### config.mk
export PLATFORM = sky130hd
export DESIGN_NAME = iou_object_tracker_table
export DESIGN_NICKNAME = d
export VERILOG_FILES = /design/src/rtl/ott_pkg.sv /design/src/rtl/ott_ram.sv /design/src/rtl/ott_iou_unit.sv /design/src/rtl/iou_object_tracker_table.sv
export SDC_FILE = /design/constraint.sdc
export NUM_CORES = 2
export LEC_CHECK = 0
export ABC_AREA = 1
export BUFFER_PORTS_ARGS = -buffer_cell sky130_fd_sc_hd__buf_2
export CORE_MARGIN = 1
export CORE_UTILIZATION = 60
export CTS_CLUSTER_SIZE = 10
export DETAILED_ROUTE_END_ITERATION = 12
export GPL_ROUTABILITY_DRIVEN = 0
export PLACE_DENSITY_LB_ADDON = 0.08
export SKIP_CTS_REPAIR_TIMING = 1
export SLEW_MARGIN = 25
export SYNTH_ARGS = -nofsm -noshare
export SYNTH_HDL_FRONTEND = slang
export SYNTH_SLANG_ARGS = --single-unit
export TNS_END_PERCENT = 5
### constraint.sdc
create_clock -name i_clk -period 9.5 [get_ports i_clk]
set_input_delay 0.475 -clock i_clk [delete_from_list [all_inputs] [get_ports i_clk]]
set_output_delay 0.475 -clock i_clk [all_outputs]
set_load 0.05 [all_outputs]
### src/rtl/ott_pkg.sv
// Shared constants for the object tracker table.
// No dependencies.
package ott_pkg;

    localparam int unsigned ID_W    = 32;
    localparam int unsigned FRAME_W = 32;
    localparam int unsigned CLASS_W = 8;
    localparam int unsigned Q16_W   = 16;
    localparam int unsigned MISS_W  = 8;
    localparam int unsigned SIZE_W  = 12;
    localparam int unsigned OUTC_W  = 3;
    localparam int unsigned CFG_IDX_W = 2;

    localparam logic [OUTC_W-1:0] OUTC_DROP    = 3'd0;
    localparam logic [OUTC_W-1:0] OUTC_REUSE   = 3'd1;
    localparam logic [OUTC_W-1:0] OUTC_CREATE  = 3'd2;
    localparam logic [OUTC_W-1:0] OUTC_FULL    = 3'd3;
    localparam logic [OUTC_W-1:0] OUTC_FRAME   = 3'd4;

    localparam logic [CFG_IDX_W-1:0] CFG_IOU_THR  = 2'd0;
    localparam logic [CFG_IDX_W-1:0] CFG_CONF_THR = 2'd1;
    localparam logic [CFG_IDX_W-1:0] CFG_MAX_MISS = 2'd2;
    localparam logic [CFG_IDX_W-1:0] CFG_MIN_SIZE = 2'd3;

endpackage

### src/rtl/ott_ram.sv
// Generic single-write, single-read RAM with registered read data.
// No dependencies.
module ott_ram #(
    parameter int unsigned WIDTH = 8,
    parameter int unsigned DEPTH = 16
) (
    input  logic                     i_clk,
    input  logic                     i_we,
    input  logic [$clog2(DEPTH)-1:0] i_waddr,
    input  logic [WIDTH-1:0]         i_wdata,
    input  logic [$clog2(DEPTH)-1:0] i_raddr,
    output logic [WIDTH-1:0]         o_rdata
);

    logic [WIDTH-1:0] r_mem [DEPTH];
    logic [WIDTH-1:0] r_rdata;

    always_ff @(posedge i_clk) begin
        if (i_we) begin
            r_mem[i_waddr] <= i_wdata;
        end
        r_rdata <= r_mem[i_raddr];
    end

    assign o_rdata = r_rdata;

endmodule

### src/rtl/ott_iou_unit.sv
// Multi-cycle IoU threshold compare with one shared multiplier.
// Depends on ott_pkg.
module ott_iou_unit import ott_pkg::*; #(
    parameter int unsigned COORD_BITS = 12
) (
    input  logic                  i_clk,
    input  logic                  i_rst_n,
    input  logic                  i_start,
    input  logic [COORD_BITS-1:0] i_l1,
    input  logic [COORD_BITS-1:0] i_t1,
    input  logic [COORD_BITS-1:0] i_w1,
    input  logic [COORD_BITS-1:0] i_h1,
    input  logic [COORD_BITS-1:0] i_l2,
    input  logic [COORD_BITS-1:0] i_t2,
    input  logic [COORD_BITS-1:0] i_w2,
    input  logic [COORD_BITS-1:0] i_h2,
    input  logic [Q16_W-1:0]      i_thr,
    output logic                  o_done,
    output logic                  o_hit
);

    localparam int unsigned C  = COORD_BITS;
    localparam int unsigned AW = 2 * C;      // area
    localparam int unsigned UW = 2 * C + 1;  // union
    localparam int unsigned PW = UW + Q16_W; // product

    typedef enum logic [2:0] {
        U_IDLE, U_EDGE, U_M_INT, U_M_A1, U_M_A2, U_UNI, U_M_THR, U_CMP
    } t_ustate;

    t_ustate r_state;
    logic [C-1:0]  r_l1, r_t1, r_w1, r_h1, r_l2, r_t2, r_w2, r_h2;
    logic [Q16_W-1:0] r_thr;
    logic [C-1:0]  r_iw, r_ih;
    logic          r_empty;
    logic [AW-1:0] r_inter, r_area;
    logic [UW-1:0] r_uni;
    logic [PW-1:0] r_prod;
    logic          r_done, r_hit;

    logic [C-1:0] ix1, iy1;
    logic [C:0]   rr1, rr2, bb1, bb2, ix2, iy2;
    logic [UW-1:0]    mul_a;
    logic [Q16_W-1:0] mul_b;

    always_comb begin
        ix1 = (r_l1 > r_l2) ? r_l1 : r_l2;
        iy1 = (r_t1 > r_t2) ? r_t1 : r_t2;
        rr1 = {1'b0, r_l1} + {1'b0, r_w1};
        rr2 = {1'b0, r_l2} + {1'b0, r_w2};
        bb1 = {1'b0, r_t1} + {1'b0, r_h1};
        bb2 = {1'b0, r_t2} + {1'b0, r_h2};
        ix2 = (rr1 < rr2) ? rr1 : rr2;
        iy2 = (bb1 < bb2) ? bb1 : bb2;
    end

    // operand select for the shared multiplier
    always_comb begin
        unique case (r_state)
            U_M_INT: begin
                mul_a = UW'(r_iw);
                mul_b = Q16_W'(r_ih);
            end
            U_M_A1: begin
                mul_a = UW'(r_w1);
                mul_b = Q16_W'(r_h1);
            end
            U_M_A2: begin
                mul_a = UW'(r_w2);
                mul_b = Q16_W'(r_h2);
            end
            U_M_THR: begin
                mul_a = r_uni;
                mul_b = r_thr;
            end
            default: begin
                mul_a = '0;
                mul_b = '0;
            end
        endcase
    end

    always_ff @(posedge i_clk) begin
        if (!i_rst_n) begin
            r_state <= U_IDLE;
            r_done  <= 1'b0;
            r_hit   <= 1'b0;
        end else begin
            r_done <= 1'b0;
            r_prod <= PW'(mul_a) * PW'(mul_b);
            unique case (r_state)
                U_IDLE: begin
                    if (i_start) begin
                        r_l1 <= i_l1; r_t1 <= i_t1; r_w1 <= i_w1; r_h1 <= i_h1;
                        r_l2 <= i_l2; r_t2 <= i_t2; r_w2 <= i_w2; r_h2 <= i_h2;
                        r_thr <= i_thr;
                        r_state <= U_EDGE;
                    end
                end
                U_EDGE: begin
                    // width never exceeds the narrower box, so C bits suffice
                    r_empty <= (ix2 < {1'b0, ix1}) || (iy2 < {1'b0, iy1});
                    r_iw    <= C'(ix2 - {1'b0, ix1});
                    r_ih    <= C'(iy2 - {1'b0, iy1});
                    r_state <= U_M_INT;
                end
                U_M_INT: r_state <= U_M_A1;
                U_M_A1: begin
                    r_inter <= r_prod[AW-1:0];
                    r_state <= U_M_A2;
                end
                U_M_A2: begin
                    r_area  <= r_prod[AW-1:0];
                    r_state <= U_UNI;
                end
                U_UNI: begin
                    r_uni   <= UW'(r_area) + UW'(r_prod[AW-1:0]) - UW'(r_inter);
                    r_state <= U_M_THR;
                end
                U_M_THR: r_state <= U_CMP;
                U_CMP: begin
                    r_done  <= 1'b1;
                    r_hit   <= !r_empty && (r_uni != '0) &&
                               (PW'({r_inter, {Q16_W{1'b0}}}) > r_prod);
                    r_state <= U_IDLE;
                end
                default: r_state <= U_IDLE;
            endcase
        end
    end

    assign o_done = r_done;
    assign o_hit  = r_hit;

endmodule

### src/rtl/iou_object_tracker_table.sv
// Greedy IoU object tracker table, top level: sequencer, table store, registers.
// Depends on ott_pkg, ott_ram and ott_iou_unit.
//
// Usage:
//  - Input channel (i_in_valid / o_in_stall) carries one opcode per transaction:
//    a frame advance or a detection (class, confidence, box).
//  - Output channel (o_out_valid / i_out_stall) returns one transaction per
//    input: object id and outcome code.
//  - Config channel (i_cfg_valid / o_cfg_ready) writes the four thresholds;
//    always ready, write only while the block is idle.
//  - Frame advance and dropped detections skip the table walk and go straight
//    from acceptance to the emit step.
//  - A detection walks every slot in order: a read and a check step per slot,
//    plus a wait on the IoU unit for each live same-class entry; then a decide
//    step writes back and an emit step loads the output register. The single
//    IoU compare unit and its shared multiplier set the pace of the walk.
//  - One transaction is worked on at a time; the next can be taken in the cycle
//    after the result is loaded, even while that result is still held.
//  - A stalled result holds in the output register; a finished transaction
//    waits in its emit step until the register frees up.
//  - Reset clears slot valid bits, both counters and reloads register defaults;
//    the table RAM content is left untouched.
module iou_object_tracker_table import ott_pkg::*; #(
    parameter int unsigned TABLE_ENTRIES = 16,
    parameter int unsigned COORD_BITS    = 12
) (
    input  logic                  i_clk,
    input  logic                  i_rst_n,
    // detection / frame transactions
    input  logic                  i_in_valid,
    output logic                  o_in_stall,
    input  logic                  i_opcode,
    input  logic [CLASS_W-1:0]    i_class_index,
    input  logic [Q16_W-1:0]      i_confidence,
    input  logic [COORD_BITS-1:0] i_box_left,
    input  logic [COORD_BITS-1:0] i_box_top,
    input  logic [COORD_BITS-1:0] i_box_width,
    input  logic [COORD_BITS-1:0] i_box_height,
    // results
    output logic                  o_out_valid,
    input  logic                  i_out_stall,
    output logic [ID_W-1:0]       o_object_id,
    output logic [OUTC_W-1:0]     o_outcome,
    // configuration writes
    input  logic                  i_cfg_valid,
    output logic                  o_cfg_ready,
    input  logic [CFG_IDX_W-1:0]  i_cfg_index,
    input  logic [Q16_W-1:0]      i_cfg_data
);

    localparam int unsigned C      = COORD_BITS;
    localparam int unsigned IW     = $clog2(TABLE_ENTRIES);
    localparam int unsigned WORD_W = CLASS_W + 4 * C + FRAME_W + ID_W;
    localparam int unsigned EXT_W  = 16; // common width for size compares

    typedef enum logic [2:0] {
        S_IDLE, S_RD, S_CHK, S_WAIT, S_DECIDE, S_EMIT
    } t_state;

    t_state r_state;

    // configuration
    logic [Q16_W-1:0]  r_iou_thr, r_conf_thr;
    logic [MISS_W-1:0] r_max_miss;
    logic [SIZE_W-1:0] r_min_size;

    // tracker state
    logic [TABLE_ENTRIES-1:0] r_valid;
    logic [FRAME_W-1:0] r_frame;
    logic [ID_W-1:0]    r_created;

    // latched detection
    logic [CLASS_W-1:0] r_cls;
    logic [C-1:0]       r_l, r_t, r_w, r_h;

    // scan state
    logic [IW-1:0] r_idx, r_best_idx, r_spare_idx;
    logic          r_best_ok, r_spare_ok;
    logic [ID_W-1:0] r_best_id;

    // result
    logic [ID_W-1:0]   r_res_id, r_obj_id;
    logic [OUTC_W-1:0] r_res_outc, r_outcome;
    logic              r_out_valid;

    // RAM interface
    logic              mem_we;
    logic [IW-1:0]     mem_waddr;
    logic [WORD_W-1:0] mem_wdata, mem_rdata;

    // decoded slot fields
    logic [CLASS_W-1:0] rd_cls;
    logic [C-1:0]       rd_l, rd_t, rd_w, rd_h;
    logic [FRAME_W-1:0] rd_last;
    logic [ID_W-1:0]    rd_id;

    logic in_acc, drop, live, match_cls, iou_start, iou_done, iou_hit;
    logic last_idx, out_free;
    logic [ID_W-1:0] new_id;

    assign in_acc   = i_in_valid && !o_in_stall;
    assign o_in_stall = (r_state != S_IDLE);
    assign o_cfg_ready = 1'b1;
    assign out_free = !r_out_valid || !i_out_stall;

    assign drop = (i_confidence < r_conf_thr) ||
                  (EXT_W'(i_box_width)  < EXT_W'(r_min_size)) ||
                  (EXT_W'(i_box_height) < EXT_W'(r_min_size));

    assign {rd_cls, rd_l, rd_t, rd_w, rd_h, rd_last, rd_id} = mem_rdata;

    // stale once unseen for more than the miss limit (wrapping age)
    assign live      = r_valid[r_idx] &&
                       ((r_frame - rd_last) <= FRAME_W'(r_max_miss));
    assign match_cls = (rd_cls == r_cls);
    assign iou_start = (r_state == S_CHK) && live && match_cls;
    assign last_idx  = (r_idx == IW'(TABLE_ENTRIES - 1));
    assign new_id    = r_created + ID_W'(1);

    // write back on decide: refresh the matched entry or fill a spare slot
    always_comb begin
        mem_we    = 1'b0;
        mem_waddr = r_spare_idx;
        mem_wdata = {r_cls, r_l, r_t, r_w, r_h, r_frame, new_id};
        if (r_state == S_DECIDE) begin
            if (r_best_ok) begin
                mem_we    = 1'b1;
                mem_waddr = r_best_idx;
                mem_wdata = {r_cls, r_l, r_t, r_w, r_h, r_frame, r_best_id};
            end else begin
                mem_we    = r_spare_ok;
            end
        end
    end

    ott_ram #(
        .WIDTH (WORD_W),
        .DEPTH (TABLE_ENTRIES)
    ) u_table (
        .i_clk   (i_clk),
        .i_we    (mem_we),
        .i_waddr (mem_waddr),
        .i_wdata (mem_wdata),
        .i_raddr (r_idx),
        .o_rdata (mem_rdata)
    );

    ott_iou_unit #(
        .COORD_BITS (C)
    ) u_iou (
        .i_clk   (i_clk),
        .i_rst_n (i_rst_n),
        .i_start (iou_start),
        .i_l1    (r_l),
        .i_t1    (r_t),
        .i_w1    (r_w),
        .i_h1    (r_h),
        .i_l2    (rd_l),
        .i_t2    (rd_t),
        .i_w2    (rd_w),
        .i_h2    (rd_h),
        .i_thr   (r_iou_thr),
        .o_done  (iou_done),
        .o_hit   (iou_hit)
    );

    // configuration registers
    always_ff @(posedge i_clk) begin
        if (!i_rst_n) begin
            r_iou_thr  <= 16'd32768;
            r_conf_thr <= 16'd32768;
            r_max_miss <= 8'd30;
            r_min_size <= 12'd20;
        end else if (i_cfg_valid && o_cfg_ready) begin
            unique case (i_cfg_index)
                CFG_IOU_THR:  r_iou_thr  <= i_cfg_data;
                CFG_CONF_THR: r_conf_thr <= i_cfg_data;
                CFG_MAX_MISS: r_max_miss <= i_cfg_data[MISS_W-1:0];
                CFG_MIN_SIZE: r_min_size <= i_cfg_data[SIZE_W-1:0];
                default: ;
            endcase
        end
    end

    // sequencer
    always_ff @(posedge i_clk) begin
        if (!i_rst_n) begin
            r_state     <= S_IDLE;
            r_valid     <= '0;
            r_frame     <= '0;
            r_created   <= '0;
            r_out_valid <= 1'b0;
            r_idx       <= '0;
            r_best_ok   <= 1'b0;
            r_spare_ok  <= 1'b0;
        end else begin
            // the emit step reloads the output register itself
            if (r_out_valid && !i_out_stall && (r_state != S_EMIT)) begin
                r_out_valid <= 1'b0;
            end
            unique case (r_state)
                S_IDLE: begin
                    if (in_acc) begin
                        r_cls <= i_class_index;
                        r_l   <= i_box_left;
                        r_t   <= i_box_top;
                        r_w   <= i_box_width;
                        r_h   <= i_box_height;
                        r_idx      <= '0;
                        r_best_ok  <= 1'b0;
                        r_spare_ok <= 1'b0;
                        r_res_id   <= '0;
                        if (i_opcode) begin
                            r_frame    <= r_frame + FRAME_W'(1);
                            r_res_outc <= OUTC_FRAME;
                            r_state    <= S_EMIT;
                        end else if (drop) begin
                            r_res_outc <= OUTC_DROP;
                            r_state    <= S_EMIT;
                        end else begin
                            r_state <= S_RD;
                        end
                    end
                end
                S_RD: r_state <= S_CHK;
                S_CHK: begin
                    if (iou_start) begin
                        r_state <= S_WAIT;
                    end else begin
                        if (!live && !r_spare_ok) begin
                            r_spare_ok  <= 1'b1;
                            r_spare_idx <= r_idx;
                        end
                        if (last_idx) begin
                            r_state <= S_DECIDE;
                        end else begin
                            r_idx   <= r_idx + IW'(1);
                            r_state <= S_RD;
                        end
                    end
                end
                S_WAIT: begin
                    if (iou_done) begin
                        // lowest identity wins among matches
                        if (iou_hit && (!r_best_ok || rd_id < r_best_id)) begin
                            r_best_ok  <= 1'b1;
                            r_best_idx <= r_idx;
                            r_best_id  <= rd_id;
                        end
                        if (last_idx) begin
                            r_state <= S_DECIDE;
                        end else begin
                            r_idx   <= r_idx + IW'(1);
                            r_state <= S_RD;
                        end
                    end
                end
                S_DECIDE: begin
                    if (r_best_ok) begin
                        r_res_id   <= r_best_id;
                        r_res_outc <= OUTC_REUSE;
                    end else begin
                        r_created <= new_id;
                        r_res_id  <= new_id;
                        if (r_spare_ok) begin
                            r_valid[r_spare_idx] <= 1'b1;
                            r_res_outc <= OUTC_CREATE;
                        end else begin
                            r_res_outc <= OUTC_FULL;
                        end
                    end
                    r_state <= S_EMIT;
                end
                S_EMIT: begin
                    if (out_free) begin
                        r_out_valid <= 1'b1;
                        r_obj_id    <= r_res_id;
                        r_outcome   <= r_res_outc;
                        r_state     <= S_IDLE;
                    end
                end
                default: r_state <= S_IDLE;
            endcase
        end
    end

    assign o_out_valid = r_out_valid;
    assign o_object_id = r_obj_id;
    assign o_outcome   = r_outcome;

endmodule
==> flow_summary.html <==
<table>
<tr><th>Metric</th><th>Value</th></tr>
<tr><th colspan="2">Power and ir drop</th></tr>
<tr><td>Part of the total power dissipated in sequential elements</td><td>about half</td></tr>
<tr><td>Worst IR Drop VDD</td><td>around 0.19 mV</td></tr>
<tr><td>LEAKAGE</td><td>slightly below 50 nW</td></tr>
<tr><td>Switching power</td><td>between 7 and 8 mW</td></tr>
<tr><td>Clock power share</td><td>between 30% and 40%</td></tr>
<tr><td>Switching Share</td><td>around 26%</td></tr>
<tr><td>Comb pwr share</td><td>between 10% and 20%</td></tr>
<tr><td>Power Internal</td><td>20.2 mW</td></tr>
<tr><td>Pwr/cell area</td><td>slightly above 200 mW/mm²</td></tr>
<tr><th colspan="2">STA</th></tr>
<tr><td>Max Clk Rate</td><td>approximately 120 MHz</td></tr>
<tr><td>Worst Tran Pin Value</td><td>1.17 ns</td></tr>
<tr><td>Endpoints failing hold</td><td>2</td></tr>
<tr><td>Worst hold-check slack</td><td>-0.0318 ns</td></tr>
<tr><td>Max-slew violation count</td><td>0</td></tr>
<tr><td>TNS Setup</td><td>0 ns</td></tr>
<tr><td>Unrepaired setup endpoints after global routing</td><td>false</td></tr>
<tr><td>Fin Clk Skew</td><td>slightly above 0.07 ns</td></tr>
<tr><td>Time the worst path needs with I/O delays and setup</td><td>approximately 8.4 ns</td></tr>
<tr><td>Fin crit share</td><td>roughly 90%</td></tr>
<tr><td>Setup slack after layout</td><td>approximately 1.1 ns</td></tr>
<tr><td>Headroom to the max-slew limit</td><td>a little over a fifth</td></tr>
<tr><td>Final Setup Violations</td><td>0</td></tr>
<tr><th colspan="2">Route</th></tr>
<tr><td>Post-detailed-routing wire length</td><td>339000 µm</td></tr>
<tr><td>Via count</td><td>83300</td></tr>
<tr><td>Detailed-route wire length per cell</td><td>roughly 25 µm</td></tr>
<tr><td>Remaining design rule violation count</td><td>0</td></tr>
<tr><td>Average via count per standard cell</td><td>between 6 and 7</td></tr>
<tr><td>Detailed router's first-iteration violation count</td><td>9762</td></tr>
<tr><td>Initial DRT Pass Iterations</td><td>8</td></tr>
<tr><td>Post-route ant nets</td><td>0</td></tr>
<tr><th colspan="2">Placement</th></tr>
<tr><td>Total half-perimeter wirelength after legalization and detailed placement</td><td>between 150000 and 200000 µm</td></tr>
<tr><td>Post-placement worst setup slack</td><td>~1.3 ns</td></tr>
<tr><td>Post-placement cell count</td><td>approximately 13000</td></tr>
<tr><td>Count of buffers inserted at the top-level ports</td><td>approximately 130</td></tr>
<tr><th colspan="2">Die</th></tr>
<tr><td>DIE HEIGHT</td><td>about 450 µm</td></tr>
<tr><td>Starting density of the core</td><td>between 60% and 70%</td></tr>
<tr><td>Placeable core area</td><td>approximately 0.20 mm²</td></tr>
<tr><td>Floorplan die area</td><td>between 0.2 and 0.25 mm²</td></tr>
<tr><td>Core Rows</td><td>about 160</td></tr>
<tr><td>Die W</td><td>around 450 µm</td></tr>
<tr><td>I/O pins</td><td>about 130</td></tr>
<tr><th colspan="2">Clock tree</th></tr>
<tr><td>Total clock buffers created by CTS</td><td>~310</td></tr>
<tr><td>Total number of clock tree sinks</td><td>2604</td></tr>
<tr><td>Number of buffers between clock root and the deepest sink</td><td>4</td></tr>
<tr><td>CTS H-Tree Depth</td><td>5</td></tr>
<tr><td>Clock network latency to the later pin of the worst-skew pair</td><td>approximately 0.97 ns</td></tr>
<tr><td>Clock-pin slew of the registers on the worst-case setup and hold paths</td><td>~0.060 ns</td></tr>
<tr><td>TritonCTS clock tree</td><td>done</td></tr>
<tr><td>Clock tree root driver cell</td><td>sky130_fd_sc_hd__clkbuf_16</td></tr>
<tr><th colspan="2">Worst setup path</th></tr>
<tr><td>Endpoint arrival time on the critical path</td><td>just over 9 ns</td></tr>
<tr><td>Peak fanout along the critical path</td><td>24</td></tr>
<tr><td>Element type at the critical path start</td><td>register</td></tr>
<tr><td>Required time of the critical path</td><td>roughly 10 ns</td></tr>
<tr><td>Critical path class</td><td>reg2reg</td></tr>
<tr><td>Worst setup EP type</td><td>register</td></tr>
<tr><th colspan="2">Logic synthesis</th></tr>
<tr><td>Net count after synthesis</td><td>approximately 11000</td></tr>
<tr><td>Cell count after synthesis</td><td>around 10000</td></tr>
<tr><td>Total number of yosys warnings</td><td>0</td></tr>
<tr><td>Count of state elements after synthesis</td><td>2604</td></tr>
<tr><td>Per-instance average area after synthesis</td><td>11.5 µm²</td></tr>
<tr><td>Top FF cell, synth</td><td>sky130_fd_sc_hd__edfxtp_1</td></tr>
<tr><td>Netlist area before placement</td><td>0.120 mm²</td></tr>
<tr><td>Asr flop ratio synth</td><td>0%</td></tr>
<tr><td>Sequential cell area fraction in the yosys report</td><td>62.7%</td></tr>
<tr><td>Number of different library cells in the post-synthesis netlist</td><td>62</td></tr>
<tr><td>Area fraction of the dominant cell type after synthesis</td><td>about 58%</td></tr>
<tr><td>EDFF count, synth</td><td>2337</td></tr>
<tr><td>Leading cell types by total area after synthesis</td><td>sky130_fd_sc_hd__edfxtp_1 (58%), sky130_fd_sc_hd__fa_1 (5.8%), sky130_fd_sc_hd__o21ai_0 (5.0%)</td></tr>
<tr><td>Post-synth top area cell</td><td>sky130_fd_sc_hd__edfxtp_1</td></tr>
<tr><th colspan="2">Worst hold path</th></tr>
<tr><td>Hold Path Class</td><td>in2reg</td></tr>
<tr><th colspan="2">Global routing</th></tr>
<tr><td>Largest net degree at the start of global routing</td><td>211</td></tr>
<tr><td>Global-route wire length before repair</td><td>~500000 µm</td></tr>
<tr><td>Overflow left after global routing</td><td>0</td></tr>
<tr><td>Number of antenna violations at the first check in global routing</td><td>12</td></tr>
<tr><td>Via count of the first global-routing pass</td><td>between 80000 and 90000</td></tr>
<tr><td>Tot GR Track Use</td><td>~33%</td></tr>
<tr><th colspan="2">Outcome</th></tr>
<tr><td>Failing checks</td><td>hold timing</td></tr>
<tr><td>Outcome</td><td>complete, but fails checks</td></tr>
<tr><th colspan="2">Job</th></tr>
<tr><td>Count of maximum capacitance violations</td><td>0</td></tr>
<tr><th colspan="2">Finish</th></tr>
<tr><td>Fillers</td><td>around 15000</td></tr>
<tr><td>Final Non-Filler Cells</td><td>13500</td></tr>
<tr><td>Layout overhead on the synthesized area</td><td>10.9%</td></tr>
<tr><td>Post-layout nets</td><td>~11000</td></tr>
<tr><td>Proportion of layout cells with a drive suffix above 1</td><td>6.52%</td></tr>
</table>
==> through the flow <==
| stage | hold WS [ns] | cell area (µm²) | power [mW] | utilization, % |
|---|---|---|---|---|
| 2_1_floorplan | 0.386 | 120000 | 15.6 | - |
| 3_3_place_gp | 0.388 | 124000 | 16.7 | 62.1 |
| 3_5_place_dp | 0.389 | 124000 | 16.8 | 62.1 |
| 4_1_cts | -0.360 | 133000 | 27.3 | 66.6 |
| 5_1_grt | 0.00118 | 134000 | 28.1 | 66.9 |
| 6_report | -0.0318 | 134000 | 27.3 | 66.9 |
==> cells by family (layout without fill, tap and decap cells) <==
logic type | after synthesis | after routing | synth area share, %
adder cells (fa/ha/maj) | 747 | 747 | 9.95
buffers and inverters | 1516 | 1887 | 4.74
AO/OA/AOI/OAI | 2228 | 2228 | 10.6
AND/OR/NAND/NOR | 3190 | 3190 | 10.8
XOR/XNOR | 169 | 169 | 1.24
other | 1 | 14 | 0.00311
flip-flops | 2604 | 2604 | 62.7
==> sequential cells by signal, indices dropped and copies added, names as in the netlist, 16 cells and up <==
name	cells
u_table.r_mem	1920
r_frame	32
r_res_id	32
u_iou.r_prod	41
u_iou.r_area	24
r_best_id	32
u_table.o_rdata	120
r_iou_thr	16
r_created	32
r_valid	16
u_iou.r_uni	25
u_iou.r_inter	24
o_object_id	32
u_iou.r_thr	16
r_conf_thr	16
==> worst paths after layout <==
path / from / endpoint / slack, ns / depth (start not counted)
hold / removal: i_cfg_data[10] / r_iou_thr[10] / -0.03 / 3
setup reg to reg: u_iou.r_state[2] / u_iou.r_prod[40] / 1.10 / 26
setup / recovery: u_iou.r_state[2] / u_iou.r_prod[40] / 1.10 / 26
hold reg to reg: u_table.o_rdata[106] / u_iou.r_l2[6] / 0.36 / 0
==> layer usage <==
| layer | routed length, µm | global-route usage, % |
|---|---|---|
| met2 | 154000 | 51.2 |
| met4 | 14300 | 13.5 |
| met1 | 136000 | 46.7 |
| met5 | 14 | 0 |
| met3 | 34600 | 6.05 |
==> layout by cell type, fill, tap and decap left out, types with 13 or more instances in the layout <==
master / instances
sky130_fd_sc_hd__nand4_1: 51
sky130_fd_sc_hd__nand2_2: 15
sky130_fd_sc_hd__a21oi_1: 339
sky130_fd_sc_hd__nor3_1: 40
sky130_fd_sc_hd__buf_2: 131
sky130_fd_sc_hd__o211ai_1: 67
sky130_fd_sc_hd__diode_2: 13
sky130_fd_sc_hd__nor2_1: 1367
sky130_fd_sc_hd__nor2_2: 20
sky130_fd_sc_hd__clkbuf_16: 319
sky130_fd_sc_hd__xor2_1: 118
sky130_fd_sc_hd__buf_12: 18
sky130_fd_sc_hd__o22ai_1: 292
sky130_fd_sc_hd__a22o_1: 25
sky130_fd_sc_hd__nand3_1: 339
sky130_fd_sc_hd__clkbuf_1: 208
sky130_fd_sc_hd__inv_2: 15
sky130_fd_sc_hd__a21o_1: 30
sky130_fd_sc_hd__dlygate4sd3_1: 64
sky130_fd_sc_hd__o21a_1: 24
sky130_fd_sc_hd__dfxtp_1: 264
sky130_fd_sc_hd__clkinv_1: 13
sky130_fd_sc_hd__xnor2_1: 50
sky130_fd_sc_hd__nor2_4: 27
sky130_fd_sc_hd__buf_4: 94
sky130_fd_sc_hd__o21ai_0: 1192
sky130_fd_sc_hd__fa_1: 351
sky130_fd_sc_hd__o221ai_1: 193
sky130_fd_sc_hd__ha_1: 396
sky130_fd_sc_hd__edfxtp_1: 2337
sky130_fd_sc_hd__a31oi_1: 21
sky130_fd_sc_hd__inv_1: 1001
sky130_fd_sc_hd__nand2_1: 1264
sky130_fd_sc_hd__nor4_1: 21
==> cell type report <==
| class | instances | area, µm² | area share, % |
|---|---|---|---|
| Antenna cell | 13 | 32.5 | 0.0243 |
| Clock buffer | 530 | 8800 | 6.59 |
| Clock inverter | 10 | 91.3 | 0.0684 |
| Inverter | 1034 | 3910 | 2.93 |
| Multi-Input combinational cell | 6335 | 39400 | 29.5 |
| Sequential cell | 2604 | 75500 | 56.5 |
| Tap cell | 2656 | 3320 | 2.49 |
| Timing Repair Buffer | 313 | 2480 | 1.86 |
==> power groups by stage <==
stage / Sequential, mW / Clock [mW] / Combinational (mW)
2_1_floorplan: 13.5 / 0 / 2.11
3_3_place_gp: 13.6 / 0 / 3.07
3_5_place_dp: 13.6 / 0 / 3.14
4_1_cts: 13.4 / 10.7 / 3.16
5_1_grt: 13.4 / 11.2 / 3.54
6_report: 13.4 / 10.6 / 3.24
==> critical path, cell delays in order, from the launching register on <==
cell and delay (ns):
sky130_fd_sc_hd__dfxtp_1 0.64, sky130_fd_sc_hd__inv_1 0.15, sky130_fd_sc_hd__nand2_1 0.15, sky130_fd_sc_hd__inv_1 0.36, sky130_fd_sc_hd__a22o_1 0.34, sky130_fd_sc_hd__nor2_1 0.38, sky130_fd_sc_hd__clkinv_1 0.69, sky130_fd_sc_hd__nand2_1 0.31
sky130_fd_sc_hd__fa_1 0.47, sky130_fd_sc_hd__fa_1 0.58, sky130_fd_sc_hd__fa_1 0.46, sky130_fd_sc_hd__fa_1 0.54, sky130_fd_sc_hd__inv_1 0.05, sky130_fd_sc_hd__fa_1 0.50, sky130_fd_sc_hd__fa_1 0.42, sky130_fd_sc_hd__ha_1 0.36
sky130_fd_sc_hd__a21oi_1 0.27, sky130_fd_sc_hd__o21ai_0 0.19, sky130_fd_sc_hd__a21oi_1 0.28, sky130_fd_sc_hd__o21ai_0 0.11, sky130_fd_sc_hd__a31oi_1 0.25, sky130_fd_sc_hd__o21bai_1 0.15, sky130_fd_sc_hd__nand2_1 0.08, sky130_fd_sc_hd__nand2_1 0.10
sky130_fd_sc_hd__nand3_1 0.09, sky130_fd_sc_hd__nand3_1 0.08, sky130_fd_sc_hd__xor2_1 0.15
==> synthesized netlist by cell type (17+ instances only) <==
master,count
sky130_fd_sc_hd__o221ai_1,193
sky130_fd_sc_hd__nor3_1,42
sky130_fd_sc_hd__inv_1,1003
sky130_fd_sc_hd__nand4_1,51
sky130_fd_sc_hd__dfxtp_1,267
sky130_fd_sc_hd__a31oi_1,21
sky130_fd_sc_hd__a21o_1,30
sky130_fd_sc_hd__clkbuf_1,453
sky130_fd_sc_hd__o21a_1,24
sky130_fd_sc_hd__xnor2_1,50
sky130_fd_sc_hd__edfxtp_1,2337
sky130_fd_sc_hd__a22o_1,25
sky130_fd_sc_hd__nand3_1,339
sky130_fd_sc_hd__ha_1,396
sky130_fd_sc_hd__inv_2,17
sky130_fd_sc_hd__xor2_1,118
sky130_fd_sc_hd__buf_1,22
sky130_fd_sc_hd__o22ai_1,292
sky130_fd_sc_hd__o21ai_0,1192
sky130_fd_sc_hd__a21oi_1,340
sky130_fd_sc_hd__nor2_1,1393
sky130_fd_sc_hd__o211ai_1,67
sky130_fd_sc_hd__fa_1,351
sky130_fd_sc_hd__nand2_1,1264
sky130_fd_sc_hd__nor4_1,21
Power figures use the tool's default switching activity.
